**src/rtl/assert_macros.svh**
```systemverilog
// Assertion macros shared by the unpacker RTL.
// Included by the top level; needs no package. SYNTH selects empty bodies.
`ifndef ASSERT_MACROS_SVH
`define ASSERT_MACROS_SVH

`ifndef SYNTH
// Whenever ante holds at a clock edge, cons must hold at the same edge.
`define ASSERT_IMP(label, clk, rst_n, ante, cons) \
  label: assert property (@(posedge clk) disable iff (!rst_n) (ante) |-> (cons)) \
    else $error("implication check failed");
// The expression must never be true at a clock edge.
`define ASSERT_NEVER(label, clk, rst_n, expr) \
  label: assert property (@(posedge clk) disable iff (!rst_n) !(expr)) \
    else $error("forbidden condition seen");
`else
`define ASSERT_IMP(label, clk, rst_n, ante, cons)
`define ASSERT_NEVER(label, clk, rst_n, expr)
`endif

`endif

```
**src/rtl/tt6u_pkg.sv**
```systemverilog
// Types and constants of the six-bit symbol unpacker.
// Used by the front, queue, back and top-level modules; depends on nothing.
package tt6u_pkg;

  localparam int unsigned TABLE_DEPTH = 256;
  localparam int unsigned TABLE_AW    = $clog2(TABLE_DEPTH);
  localparam int unsigned COUNT_BITS  = 16;
  localparam int unsigned COUNT_BYTES = (COUNT_BITS + 7) / 8;
  localparam int unsigned CIDX_W      = $clog2(COUNT_BYTES + 1);
  localparam int unsigned QDEPTH      = 2;

  localparam logic [7:0] LEAF_FLAG = 8'h80;
  localparam logic [7:0] SYM_MASK  = 8'h3F;
  localparam logic [7:0] HIGH_MASK = 8'hC0;

  typedef struct packed {
    logic [7:0] stream_byte;
    logic       stream_start;
  } in_item_t;

  typedef struct packed {
    logic [7:0] data_byte;
    logic       run_last;
    logic       stream_done;
  } out_item_t;

  // Kinds of work handed from the front to the back.
  typedef enum logic [1:0] {
    K_TABLE = 2'd0,
    K_SETUP = 2'd1,
    K_BITS  = 2'd2
  } job_kind_e;

  typedef struct packed {
    job_kind_e             kind;
    logic [TABLE_AW-1:0]   addr;
    logic [7:0]            data;
    logic [COUNT_BITS-1:0] count;
  } job_t;

  typedef enum logic [3:0] {
    F_IDLE  = 4'b0001,
    F_TABLE = 4'b0010,
    F_COUNT = 4'b0100,
    F_BITS  = 4'b1000
  } front_state_e;

  typedef enum logic [3:0] {
    B_IDLE  = 4'b0001,
    B_WALK  = 4'b0010,
    B_EMIT  = 4'b0100,
    B_FLUSH = 4'b1000
  } back_state_e;

endpackage

```
**src/rtl/tt6u_ram.sv**
```systemverilog
// Generic single-write, single-read RAM with registered read data.
// Stand-alone; no package needed.
module tt6u_ram #(
  parameter int unsigned WIDTH = 8,
  parameter int unsigned DEPTH = 256
) (
  input  logic                     clk_i,
  input  logic                     we_i,
  input  logic [$clog2(DEPTH)-1:0] waddr_i,
  input  logic [WIDTH-1:0]         wdata_i,
  input  logic [$clog2(DEPTH)-1:0] raddr_i,
  output logic [WIDTH-1:0]         rdata_o
);

  logic [WIDTH-1:0] mem_q [DEPTH];
  logic [WIDTH-1:0] rdata_q;

  always_ff @(posedge clk_i) begin
    if (we_i) begin
      mem_q[waddr_i] <= wdata_i;
    end
    rdata_q <= mem_q[raddr_i];
  end

  assign rdata_o = rdata_q;

endmodule

```
**src/rtl/tt6u_fifo.sv**
```systemverilog
// Short job queue between the front and the back of the unpacker.
// Depends on tt6u_pkg for the job type and depth.
module tt6u_fifo (
  input  logic            clk_i,
  input  logic            rst_ni,
  input  logic            push_i,
  input  tt6u_pkg::job_t  item_i,
  output logic            full_o,
  input  logic            pop_i,
  output logic            valid_o,
  output tt6u_pkg::job_t  item_o
);
  import tt6u_pkg::*;

  localparam int unsigned PTR_W = (QDEPTH > 1) ? $clog2(QDEPTH) : 1;
  localparam int unsigned CNT_W = $clog2(QDEPTH + 1);

  job_t             mem_q [QDEPTH];
  logic [PTR_W-1:0] wr_q, wr_d, rd_q, rd_d;
  logic [CNT_W-1:0] cnt_q, cnt_d;

  function automatic logic [PTR_W-1:0] ptr_inc(input logic [PTR_W-1:0] p);
    logic [PTR_W-1:0] r;
    r = (p == PTR_W'(QDEPTH - 1)) ? '0 : PTR_W'(p + PTR_W'(1));
    return r;
  endfunction

  assign full_o  = (cnt_q == CNT_W'(QDEPTH));
  assign valid_o = (cnt_q != '0);
  assign item_o  = mem_q[rd_q];

  always_comb begin
    wr_d  = push_i ? ptr_inc(wr_q) : wr_q;
    rd_d  = pop_i ? ptr_inc(rd_q) : rd_q;
    cnt_d = cnt_q;
    if (push_i && !pop_i) begin
      cnt_d = CNT_W'(cnt_q + CNT_W'(1));
    end else if (!push_i && pop_i) begin
      cnt_d = CNT_W'(cnt_q - CNT_W'(1));
    end
  end

  always_ff @(posedge clk_i or negedge rst_ni) begin
    if (!rst_ni) begin
      wr_q  <= '0;
      rd_q  <= '0;
      cnt_q <= '0;
    end else begin
      wr_q  <= wr_d;
      rd_q  <= rd_d;
      cnt_q <= cnt_d;
    end
  end

  always_ff @(posedge clk_i) begin
    if (push_i) begin
      mem_q[wr_q] <= item_i;
    end
  end

endmodule

```
**src/rtl/tt6u_front.sv**
```systemverilog
// Front part: parses the file header and turns bytes into jobs.
// Depends on tt6u_pkg; feeds tt6u_fifo.
module tt6u_front (
  input  logic               clk_i,
  input  logic               rst_ni,
  input  logic               valid_i,
  input  tt6u_pkg::in_item_t data_i,
  input  logic               full_i,
  output logic               push_o,
  output tt6u_pkg::job_t     item_o
);
  import tt6u_pkg::*;

  front_state_e          phase_q, phase_d;
  logic [7:0]            tlen_q, tlen_d;
  logic [TABLE_AW-1:0]   lidx_q, lidx_d;
  logic [CIDX_W-1:0]     cidx_q, cidx_d;
  logic [COUNT_BITS-1:0] cnt_q, cnt_d;
  logic [COUNT_BITS+7:0] cnt_shift;
  logic [TABLE_AW-1:0]   lidx_inc;
  logic                  acc;

  assign acc       = valid_i && !full_i;
  assign cnt_shift = {cnt_q, data_i.stream_byte};
  assign lidx_inc  = TABLE_AW'(lidx_q + TABLE_AW'(1));

  always_comb begin
    phase_d = phase_q;
    tlen_d  = tlen_q;
    lidx_d  = lidx_q;
    cidx_d  = cidx_q;
    cnt_d   = cnt_q;
    push_o  = 1'b0;
    item_o  = '{kind: K_BITS, addr: lidx_q, data: data_i.stream_byte, count: cnt_q};
    if (acc) begin
      if (data_i.stream_start) begin
        // A start byte abandons whatever file was in progress.
        tlen_d  = data_i.stream_byte;
        lidx_d  = '0;
        cidx_d  = '0;
        cnt_d   = '0;
        phase_d = (data_i.stream_byte == 8'h00) ? F_COUNT : F_TABLE;
      end else begin
        case (phase_q)
          F_TABLE: begin
            push_o      = 1'b1;
            item_o.kind = K_TABLE;
            lidx_d      = lidx_inc;
            if (8'(lidx_inc) == tlen_q) begin
              phase_d = F_COUNT;
              cidx_d  = '0;
              cnt_d   = '0;
            end
          end
          F_COUNT: begin
            cnt_d = cnt_shift[COUNT_BITS-1:0];
            if (cidx_q == CIDX_W'(COUNT_BYTES - 1)) begin
              push_o       = 1'b1;
              item_o.kind  = K_SETUP;
              item_o.count = cnt_shift[COUNT_BITS-1:0];
              phase_d      = F_BITS;
            end else begin
              cidx_d = CIDX_W'(cidx_q + CIDX_W'(1));
            end
          end
          F_BITS: begin
            push_o = 1'b1;
          end
          default: begin
          end
        endcase
      end
    end
  end

  always_ff @(posedge clk_i or negedge rst_ni) begin
    if (!rst_ni) begin
      phase_q <= F_IDLE;
      tlen_q  <= '0;
      lidx_q  <= '0;
      cidx_q  <= '0;
      cnt_q   <= '0;
    end else begin
      phase_q <= phase_d;
      tlen_q  <= tlen_d;
      lidx_q  <= lidx_d;
      cidx_q  <= cidx_d;
      cnt_q   <= cnt_d;
    end
  end

endmodule

```
**src/rtl/tt6u_back.sv**
```systemverilog
// Back part: loads the code table, walks the tree bit by bit and packs
// groups of four symbols into three bytes. Depends on tt6u_pkg and tt6u_ram.
module tt6u_back (
  input  logic                clk_i,
  input  logic                rst_ni,
  input  logic                q_valid_i,
  input  tt6u_pkg::job_t      q_item_i,
  output logic                q_pop_o,
  output logic                out_valid_o,
  input  logic                out_stall_i,
  output tt6u_pkg::out_item_t out_data_o
);
  import tt6u_pkg::*;

  localparam logic [1:0] EMIT_PREV = 2'd0;
  localparam logic [1:0] EMIT_B0   = 2'd1;
  localparam logic [1:0] EMIT_B1   = 2'd2;

  back_state_e           state_q, state_d;
  logic [COUNT_BITS-1:0] groups_q, groups_d;
  logic                  done_q, done_d;
  logic [7:0]            node_q, node_d;
  logic [1:0]            scnt_q, scnt_d;
  logic [2:0]            bit_q, bit_d;
  logic                  pend_q, pend_d;
  logic                  end_q, end_d;
  logic [1:0]            eidx_q, eidx_d;
  logic                  hold_vld_q, hold_vld_d;
  logic                  hold_done_q, hold_done_d;
  logic [7:0]            hold_q, hold_d;
  logic [7:0]            byte_q, byte_d;
  logic [5:0]            store_q [3];
  logic [5:0]            store_d [3];
  logic [5:0]            grp3_q, grp3_d;
  logic                  out_valid_q;
  out_item_t             out_q;

  logic [TABLE_DEPTH-1:0] vld_q;
  logic                   rd_vld_q;
  logic                   ram_we;
  logic [TABLE_AW-1:0]    ram_raddr;
  logic [7:0]             ram_rdata;

  logic [7:0] entry, nxt;
  logic       term;
  logic [5:0] sym;
  logic [2:0] bit_nx;
  logic       out_free, push;
  out_item_t  push_item;
  logic [7:0] gbyte [3];

  tt6u_ram #(.WIDTH(8), .DEPTH(TABLE_DEPTH)) u_table (
    .clk_i   (clk_i),
    .we_i    (ram_we),
    .waddr_i (q_item_i.addr),
    .wdata_i (q_item_i.data),
    .raddr_i (ram_raddr),
    .rdata_o (ram_rdata)
  );

  // Entries never loaded since reset read as zero.
  assign entry    = rd_vld_q ? ram_rdata : 8'h00;
  assign term     = (entry & LEAF_FLAG) != 8'h00;
  assign sym      = 6'(entry & SYM_MASK);
  assign nxt      = term ? 8'h00 : entry;
  assign bit_nx   = bit_q - 3'd1;
  assign out_free = !out_valid_q || !out_stall_i;

  always_comb begin
    for (int i = 0; i < 3; i++) begin
      gbyte[i] = {2'b00, store_q[i]} | (8'({2'b00, grp3_q} << (2 * i + 2)) & HIGH_MASK);
    end
  end

  always_comb begin
    state_d     = state_q;
    groups_d    = groups_q;
    done_d      = done_q;
    node_d      = node_q;
    scnt_d      = scnt_q;
    bit_d       = bit_q;
    pend_d      = pend_q;
    end_d       = end_q;
    eidx_d      = eidx_q;
    hold_vld_d  = hold_vld_q;
    hold_done_d = hold_done_q;
    hold_d      = hold_q;
    byte_d      = byte_q;
    store_d     = store_q;
    grp3_d      = grp3_q;
    q_pop_o     = 1'b0;
    ram_we      = 1'b0;
    ram_raddr   = {node_q[6:0], ~byte_q[bit_q]};
    push        = 1'b0;
    push_item   = '{data_byte: hold_q, run_last: 1'b0, stream_done: hold_done_q};

    case (state_q)
      B_IDLE: begin
        if (q_valid_i) begin
          q_pop_o = 1'b1;
          case (q_item_i.kind)
            K_TABLE: begin
              ram_we = 1'b1;
            end
            K_SETUP: begin
              groups_d = q_item_i.count;
              done_d   = (q_item_i.count == '0);
              node_d   = '0;
              scnt_d   = '0;
            end
            K_BITS: begin
              if (!done_q) begin
                byte_d  = q_item_i.data;
                bit_d   = 3'd7;
                pend_d  = 1'b0;
                state_d = B_WALK;
              end
            end
            default: begin
            end
          endcase
        end
      end

      B_WALK: begin
        if (!pend_q) begin
          pend_d = 1'b1;
        end else begin
          node_d = nxt;
          if (term && scnt_q == 2'd3) begin
            grp3_d   = sym;
            scnt_d   = '0;
            groups_d = groups_q - COUNT_BITS'(1);
            end_d    = (bit_q == 3'd0) || (groups_q == COUNT_BITS'(1));
            eidx_d   = EMIT_PREV;
            pend_d   = 1'b0;
            bit_d    = bit_nx;
            state_d  = B_EMIT;
          end else begin
            if (term) begin
              for (int i = 0; i < 3; i++) begin
                if (scnt_q == 2'(i)) begin
                  store_d[i] = sym;
                end
              end
              scnt_d = 2'(scnt_q + 2'd1);
            end
            if (bit_q == 3'd0) begin
              pend_d  = 1'b0;
              state_d = B_FLUSH;
            end else begin
              bit_d     = bit_nx;
              ram_raddr = {nxt[6:0], ~byte_q[bit_nx]};
            end
          end
        end
      end

      B_EMIT: begin
        case (eidx_q)
          EMIT_PREV: begin
            if (!hold_vld_q) begin
              eidx_d = EMIT_B0;
            end else if (out_free) begin
              push       = 1'b1;
              hold_vld_d = 1'b0;
              eidx_d     = EMIT_B0;
            end
          end
          EMIT_B0: begin
            if (out_free) begin
              push      = 1'b1;
              push_item = '{data_byte: gbyte[0], run_last: 1'b0, stream_done: 1'b0};
              eidx_d    = EMIT_B1;
            end
          end
          EMIT_B1: begin
            if (out_free) begin
              push        = 1'b1;
              push_item   = '{data_byte: gbyte[1], run_last: 1'b0, stream_done: 1'b0};
              hold_d      = gbyte[2];
              hold_vld_d  = 1'b1;
              hold_done_d = (groups_q == '0);
              if (groups_q == '0) begin
                done_d = 1'b1;
              end
              state_d = end_q ? B_FLUSH : B_WALK;
            end
          end
          default: begin
            eidx_d = EMIT_PREV;
          end
        endcase
      end

      B_FLUSH: begin
        if (!hold_vld_q) begin
          state_d = B_IDLE;
        end else if (out_free) begin
          push               = 1'b1;
          push_item.run_last = 1'b1;
          hold_vld_d         = 1'b0;
          state_d            = B_IDLE;
        end
      end

      default: begin
        state_d = B_IDLE;
      end
    endcase
  end

  always_ff @(posedge clk_i or negedge rst_ni) begin
    if (!rst_ni) begin
      state_q     <= B_IDLE;
      groups_q    <= '0;
      done_q      <= 1'b0;
      node_q      <= '0;
      scnt_q      <= '0;
      bit_q       <= '0;
      pend_q      <= 1'b0;
      end_q       <= 1'b0;
      eidx_q      <= EMIT_PREV;
      hold_vld_q  <= 1'b0;
      hold_done_q <= 1'b0;
      out_valid_q <= 1'b0;
      vld_q       <= '0;
      rd_vld_q    <= 1'b0;
    end else begin
      state_q     <= state_d;
      groups_q    <= groups_d;
      done_q      <= done_d;
      node_q      <= node_d;
      scnt_q      <= scnt_d;
      bit_q       <= bit_d;
      pend_q      <= pend_d;
      end_q       <= end_d;
      eidx_q      <= eidx_d;
      hold_vld_q  <= hold_vld_d;
      hold_done_q <= hold_done_d;
      if (push) begin
        out_valid_q <= 1'b1;
      end else if (!out_stall_i) begin
        out_valid_q <= 1'b0;
      end
      if (ram_we) begin
        vld_q[q_item_i.addr] <= 1'b1;
      end
      rd_vld_q <= vld_q[ram_raddr];
    end
  end

  always_ff @(posedge clk_i) begin
    hold_q  <= hold_d;
    byte_q  <= byte_d;
    store_q <= store_d;
    grp3_q  <= grp3_d;
    if (push) begin
      out_q <= push_item;
    end
  end

  assign out_valid_o = out_valid_q;
  assign out_data_o  = out_q;

endmodule

```
**src/rtl/table_tree_six_bit_unpacker_unit.sv**
```systemverilog
// Top level of the table-driven six-bit symbol unpacker.
// Depends on tt6u_pkg, tt6u_front, tt6u_fifo, tt6u_back and assert_macros.svh.
//
//   Channel   Direction  Handshake              Payload
//   input     in         in_valid_i/in_stall_o   tt6u_pkg::in_item_t
//   output    out        out_valid_o/out_stall_i tt6u_pkg::out_item_t
//
// A table byte or the last count byte becomes one job for the back; a start byte or an
// earlier count byte never reaches the back. A bitstream byte leaves the queue, then
// the back issues the first table read, follows one chained table read per bit (which
// sets the rate) and releases the last result. Each finished group adds its emit steps
// (the held byte of the group before, then its first two bytes), and a restart of the
// read if bits remain. Reset empties the table through one valid flip-flop per entry,
// so there is no clearing pass. Input stalls only while the job queue is full; a stalled
// output holds the back part only when it has a byte to emit, while the front keeps filling the queue.

`include "assert_macros.svh"

module table_tree_six_bit_unpacker_unit (
  input  logic                clk_i,
  input  logic                rst_ni,
  input  logic                in_valid_i,
  output logic                in_stall_o,
  input  tt6u_pkg::in_item_t  in_data_i,
  output logic                out_valid_o,
  input  logic                out_stall_i,
  output tt6u_pkg::out_item_t out_data_o
);
  import tt6u_pkg::*;

  // Jobs travel from the front to the back through a short queue, so the
  // header parser never waits on the tree walk unless the queue fills up.
  logic q_push, q_full, q_valid, q_pop;
  job_t q_in, q_out;

  // The input side stalls exactly when no job slot is free.
  assign in_stall_o = q_full;

  // The front tracks where in the file the stream stands and classifies each
  // byte as a start byte, a table entry, a count byte or a bitstream byte.
  tt6u_front u_front (
    .clk_i   (clk_i),
    .rst_ni  (rst_ni),
    .valid_i (in_valid_i),
    .data_i  (in_data_i),
    .full_i  (q_full),
    .push_o  (q_push),
    .item_o  (q_in)
  );

  tt6u_fifo u_queue (
    .clk_i   (clk_i),
    .rst_ni  (rst_ni),
    .push_i  (q_push),
    .item_i  (q_in),
    .full_o  (q_full),
    .pop_i   (q_pop),
    .valid_o (q_valid),
    .item_o  (q_out)
  );

  // The back owns the code table, the group counter and the output register.
  // It holds the last byte of each group back until it knows whether another
  // group follows from the same input byte, which decides the run_last flag.
  tt6u_back u_back (
    .clk_i       (clk_i),
    .rst_ni      (rst_ni),
    .q_valid_i   (q_valid),
    .q_item_i    (q_out),
    .q_pop_o     (q_pop),
    .out_valid_o (out_valid_o),
    .out_stall_i (out_stall_i),
    .out_data_o  (out_data_o)
  );

  // The front must never write into a full queue.
  `ASSERT_NEVER(a_no_queue_overflow, clk_i, rst_ni, q_push && q_full)
  // The final byte of a file is always the last result of its input byte.
  `ASSERT_IMP(a_done_is_last, clk_i, rst_ni, out_valid_o && out_data_o.stream_done, out_data_o.run_last)

endmodule
```
**config.mk**
```make
export PLATFORM = sky130hd
export DESIGN_NAME = table_tree_six_bit_unpacker_unit
export DESIGN_NICKNAME = d
export VERILOG_FILES = /design/src/rtl/tt6u_pkg.sv /design/src/rtl/tt6u_ram.sv /design/src/rtl/tt6u_fifo.sv /design/src/rtl/tt6u_front.sv /design/src/rtl/tt6u_back.sv /design/src/rtl/table_tree_six_bit_unpacker_unit.sv
export VERILOG_INCLUDE_DIRS = /design/src /design/src/rtl
export SDC_FILE = /design/constraint.sdc
export NUM_CORES = 2
export LEC_CHECK = 0
export BUFFER_PORTS_ARGS = -buffer_cell sky130_fd_sc_hd__buf_2
export CAP_MARGIN = 25
export CORE_UTILIZATION = 45
export DETAILED_ROUTE_END_ITERATION = 16
export GPL_ROUTABILITY_DRIVEN = 0
export PLACE_DENSITY_LB_ADDON = 0.08
export SYNTH_ARGS = -nofsm -noshare
export SYNTH_HDL_FRONTEND = slang
export SYNTH_SLANG_ARGS = --single-unit
```
**constraint.sdc**
```tcl
create_clock -name clk_i -period 6.3 [get_ports clk_i]
set_clock_uncertainty 0.1 [all_clocks]
set_input_delay 0.63 -clock clk_i [delete_from_list [all_inputs] [get_ports clk_i]]
set_output_delay 0.63 -clock clk_i [all_outputs]
set_load 0.005 [all_outputs]
```
After elaboration in Yosys (flattened, before gate mapping)
Memories as Yosys holds them, arrays and structs flattened. A register that Yosys moved wholly into a read port is not among the register bits.
Index checks and enable logic that the tools add are counted.
Word-level totals
  flip-flop bits (word level): 389
  bits in writable memories: 2116
  output and inout port bits: 12
  memories kept: 2
Memories
  u_back.u_table.mem_q: depth 256, width 8, read ports 1, clocked after Yosys merged registers in 1, write ports 1, line tt6u_ram.sv:15  | logic [WIDTH-1:0] mem_q [DEPTH];
  u_queue.mem_q: depth 2, width 34, read ports 1, clocked after Yosys merged registers in 0, write ports 1, line tt6u_fifo.sv:18  | job_t mem_q [QDEPTH];
Cells by class
  add/sub/neg operators: 9
  $lt $le $gt $ge: 5
  eq/ne operators: 40
  mux-type cells: 124
  bitwise logic cells: 8
  reduce and logical (&&, ||, !) cells: 49
Operators with widths (number)
  256-bit bitwise OR: 1
  16-bit 2-to-1 mux: 10
  8-bit 2-to-1 mux: 8
  16-bit case mux with 2 select lines: 2
  4-bit 2-to-1 mux: 14
  1-bit 2-to-1 mux: 37
  2-bit 2-to-1 mux: 18
  16-bit logical NOT: 2
  7-bit 2-to-1 mux: 4
  5-bit AND reduction: 5
  6-bit by 8-bit bitwise OR with 8-bit output: 3
  3-bit 2-to-1 mux: 7
  10-bit 2-to-1 mux: 2
  10-bit case mux with 2 select lines: 1
  4-bit AND reduction: 5
  8-bit by 9-bit < comparator with 1-bit output, second input constant: 2
  6-bit AND reduction: 3
  16-bit by 1-bit == test with 1-bit output, second input constant: 1
  1-bit case mux with 2 select lines: 8
  2-bit case mux with 2 select lines: 4
  4-bit case mux with 4 select lines: 1
  16-bit by 1-bit subtractor with 16-bit output, second input constant: 1
  3-bit by 2-bit != test with 1-bit output, second input constant: 5
  7-bit case mux with 2 select lines: 1
  other kinds (38): 90

Depth between registers and ports, before layout
  word-level depth: 10
  gate-level depth with buffers: 19
  gate-level depth less buffers: 12

By module
A second synthesis with hierarchy kept.
Unflattened totals
  cell total of the unflattened synthesis: 5516
  area total of the unflattened synthesis: 100360.0 um^2
Modules (own cells, without submodules)
  tt6u_ram: times used 1, cells an instance 3733, area an instance 79556.3 um^2, seq. area each 61659.1 um^2
  tt6u_back: times used 1, cells an instance 1419, area an instance 15722.6 um^2, seq. area each 8934.8 um^2
  tt6u_fifo: times used 1, cells an instance 122, area an instance 2793.9 um^2, seq. area each 2142.1 um^2
  tt6u_front: times used 1, cells an instance 242, area an instance 2287.2 um^2, seq. area each 952.2 um^2

Least setup slack after synthesis
OpenSTA, ideal clock, no wires.
  path type: register to register
  start point: register u_queue.rd_q
  end point: register u_back.byte_q[0], data pin
  setup time: 0.557 ns
  data arrival time: 3.777 ns
  data required time: 5.643 ns
  slack: 1.866 ns
  cell stages (with the launch flop): 6
  buffers on the path: 4
  path through: dfrtp_1 clkbuf_1 buf_1 clkbuf_1 clkbuf_1 mux2_2
RTL lines
  start, declared: line tt6u_fifo.sv:19  | logic [PTR_W-1:0] wr_q, wr_d, rd_q, rd_d;
  start signal, assigned: line tt6u_fifo.sv:50  | rd_q <= rd_d;
  end signal, assigned: line tt6u_back.sv:255  | byte_q <= byte_d;
  end, declared: line tt6u_back.sv:31  | logic [7:0] byte_q, byte_d;

Worst setup path in the final report
  start point: register u_back.state_q[3]
  end point: register u_back.u_table.rdata_q[0], in the netlist u_back.u_table.rdata_o[0] (read register of u_back.u_table.mem_q)
On the way
  cells in the longest elaborated chain, start to end: 2
RTL lines
  start, declared: line tt6u_back.sv:19  | back_state_e state_q, state_d;
  start signal, assigned: line tt6u_back.sv:230  | state_q <= state_d;
  4-bit by 2-bit == test with 1-bit output: line tt6u_back.sv:97  | case (state_q)
  8-bit 2-to-1 mux: line tt6u_back.sv:97
  end, declared: line tt6u_ram.sv:16  | logic [WIDTH-1:0] rdata_q;
Every way passes these cells.
A chain may end at the register's enable or synchronous reset.

==> results.md <==
* Status: complete, no violations
* Final setup TNS at 0 ps
* Count of distinct cell types in the synthesized netlist at 85
* Register-to-register setup slack at 410 ps
* Slowest stage cell, crit path: sky130_fd_sc_hd__o41ai_1
* Avg Inst Size Synth at 13.4 um^2
* Number of placement rows at 173
* Later-pin clock latency in the skew report at 940 ps
* Worst R2R End: u_back.u_table.rdata_o[0]$_DFF_P_
* Share of final-layout standard cells stronger than drive strength 1 at 0.140
* Synth top cells by count: sky130_fd_sc_hd__edfxtp_1, sky130_fd_sc_hd__nand2_1, sky130_fd_sc_hd__nand3_1, sky130_fd_sc_hd__a21oi_1, sky130_fd_sc_hd__mux2i_1
* Worst Hold Endpoint: u_front.lidx_q[3]$_DFFE_PN0P_
* Total nets after synthesis at 7525
* Clock input transition at the sequential cells of the worst setup and hold paths at 60 ps
* Slew at the pin with the worst max-slew slack at 1360 ps
* Cell accounting for the most synthesized area: sky130_fd_sc_hd__edfxtp_1
* HPWL reported at the end of detailed placement at 184000 um
* Share of synthesized flip-flops with an asynchronous set or reset at 0.135
* Maximum number of pins on one net before global-route repair at 169
* GR Util All Layers at 0.274
* Count of clock tree sinks at 2513
* Area Overhead vs Synth at 14.7%
* Register area at 73700 um^2
* Endpoint type of the worst setup path: flop
* CP Max Fanout at 54
* Period utilization at 0.935
* Critical path origin: u_back.state_q[3]$_DFFE_PN0P_
* H-tree depth reported by CTS at 5
* Number of enable flip-flop cells after synthesis at 2166
* Setup repair after global routing missed its margin: no
* Hold path startpoint: in_valid_i
* Type of the worst setup path: reg2reg
* Count of filler cells inserted in the layout at 18900
* Most repeated cell in the gate-level netlist after synthesis: sky130_fd_sc_hd__edfxtp_1
* Total gr overflow at 0
* Dpl cell area at 106000 um^2
* Total setup violations reported at the end of the flow at 0
* Die width at 474 um
* Post-route standard cell area excluding fillers at 115000 um^2
* Maximum clock frequency at 170 MHz
* Vias post-DR at 63700
* Via-per-instance ratio at 5.84
* Worst r2r src: u_back.state_q[3]$_DFFE_PN0P_
* Number of antenna violations at the first check in global routing at 11
* Total clock buffers created by CTS at 287
* Total routed wirelength at 309000 um
* Number of synthesized register bits at 2513
* CTS max path bufs at 4
* Worst hold stages at 6
* Violation count after the first detailed-route iteration at 6604
* Required time at the worst-slack endpoint at 6940 ps
* Remaining routing DRC violations at 0
* Overall power at 50.3 mW
* Top cell family by delay on the critical path: simple AND/OR/NAND/NOR gates
* Die ar. at 225000 um^2
* I/O Pins at 25
* Max-Slew Margin vs Limit at 0.0911
* Cts repair resizes at 0
* Core region area at 222000 um^2
* Post-synthesis sequential area ratio at 0.734
* Pwr Density at 437 nW/um^2
* Initial Utilization at 0.452
* Syn Inst Count at 7496
* Number of buffer cells added on primary ports at 24
* Worst hold-check path type: in2reg
* Final count of pins violating max slew at 0
* Leakage power total at 41.6 nW
* Crit path time final at 5890 ps
* Worst endpoint data arrival time at 6540 ps
* Global-route wire length before repair at 444000 um
* Maximum capacitance violations at 0
* Average wire length per cell after detail routing at 28.4 um
* Area of the multi-input gates at 25000 um^2
* Height of the chip at 474 um
* Antenna Nets Post-Route at 0
* Dominant cells by area after synthesis: sky130_fd_sc_hd__edfxtp_1, sky130_fd_sc_hd__dfrtp_1, sky130_fd_sc_hd__nand2_1
* Number of buffer and inverter stages on the critical path at 1
* Critical path cell sequence: or4b_1, or4_4, mux2_8, buf_4, o22ai_1, nor4_1, nor4bb_1, o41ai_1, nand4_1
* Most frequently used flop master after synthesis: sky130_fd_sc_hd__edfxtp_1
* Clock tree from TritonCTS: built
* Worst-case reg-to-reg path depth at 9
* Largest stage delay on the critical path at 1120 ps
* Synth warn at 0
* Clk root buf: sky130_fd_sc_hd__clkbuf_16
* Final count of hold timing violations at 0
* Fraction of synthesized cell area taken by the top area cell type at 0.648
* Drt first pass iters at 6
* Count of nets after finishing at 7748
* Kind of start point of the critical path: flop
* Via count of the first global-routing pass at 61100
* Post-synthesis instance area at 100000 um^2
* Maximum resistive drop on vdd at 0.000490 V
[logic make-up after synthesis]
group	after synthesis	share of synthesized area
multiplexers	412	0.0426
buffers and inverters	487	0.0221
AO/OA/AOI/OAI	1020	0.0642
adder cells (fa/ha/maj)	16	0.00199
XOR/XNOR	19	0.00166
AND/OR/NAND/NOR	3029	0.134
flip-flops	2513	0.734
[how the worst max path moves through the flow]
stage / end / slack (ps) / cells after the start
global route: u_back.rd_vld_q$_DFF_PN0_ / 200 / 13
finish: u_back.u_table.rdata_o[0]$_DFF_P_ / 410 / 9
detailed placement: u_back.u_table.rdata_o[0]$_DFF_P_ / 580 / 9
global placement: u_back.u_table.rdata_o[4]$_DFF_P_ / 560 / 13
CTS: u_back.rd_vld_q$_DFF_PN0_ / 540 / 13
floorplan: u_back.byte_q[0]$_DFFE_PP_ / 1870 / 5
[sequential cells by signal, indices dropped and copies added (netlist names), 2 cells and up]
register	cells
u_back.byte_q	8
u_back.bit_q	3
u_back.groups_q	16
u_front.phase_q	4
u_back.vld_q	256
u_back.u_table.rdata_o	8
u_back.out_data_o	10
u_back.u_table.mem_q	2048
u_front.cnt_q	16
u_front.cidx_q	2
u_queue.mem_q	68
u_back.node_q	7
u_back.store_q	18
u_back.hold_q	8
u_back.eidx_q	2
u_back.state_q	4
u_back.scnt_q	2
u_front.lidx_q	8
u_front.tlen_q	8
u_queue.cnt_q	2
u_back.grp3_q	6
[what timing repair did]
| item | 4_1_cts | 5_1_grt |
|---|---|---|
| hold buffers | 11 | 0 |
| setup buffers | 0 | 0 |
| endpoints found under the hold margin | 131 | 0 |
[placed cells by master (no fill, tap or decap), drive strengths merged, types with 41 or more instances in the layout]
master	instances
buf	373
a21o	45
dfrtp	337
a21oi	401
or4	41
a311oi	43
clkbuf	396
a31oi	69
nand2	1732
o21ai	77
clkinv	72
nor2	313
mux2i	375
edfxtp	2166
o22ai	174
nor4	135
or2	262
nand3	406
[layout make-up]
type	instances	share of cell area
flip-flops and latches	2513	0.639
multi-input cells	4496	0.217
clock buffers	395	0.0694
well taps	2975	0.0323
repair buffers	385	0.0317
clock inverters	102	0.00941
inverters	36	0.00117
diodes	2	0.0000434
[where the power goes]
part           internal (mW)  switching [mW]  total (mW)  leakage, nW
Clock                   9.78            6.59        16.4         4.44
Sequential              19.7           0.356        20.1         24.2
Combinational           4.13            9.76        13.9         13.0
Total                   33.6            16.7        50.3         41.6
[metrics by stage]
stage                     setup WS (ps)  utilization  cells  hold WS, ps
after CTS                           541        0.518  10900          135
final                               408        0.519  10900          192
after global routing                197        0.519  10900          224
after detailed placement            577        0.477  10400          309
after global placement              565        0.476  10400          303
after floorplan                    1870            -   7496          234
[tightest hold or removal path: stages]
cell and delay, ps:
sky130_fd_sc_hd__buf_2 120, sky130_fd_sc_hd__nand2_1 80, sky130_fd_sc_hd__nor4_1 50, sky130_fd_sc_hd__buf_4 160, sky130_fd_sc_hd__nand2_1 50, sky130_fd_sc_hd__o21ai_0 60
[layer usage]
metal  global-route usage  up-vias  wire [um]  part of all wire
met4               0.0742        0       7860             0.025
met5                    0        -          0                 0
met1                0.386    32700     131000              0.42
met3               0.0508      420      24300             0.079
met2                0.435     2486     146000              0.47
li1                     -    28100          -                 -
Note: power is estimated with default switching activity, not from simulation.
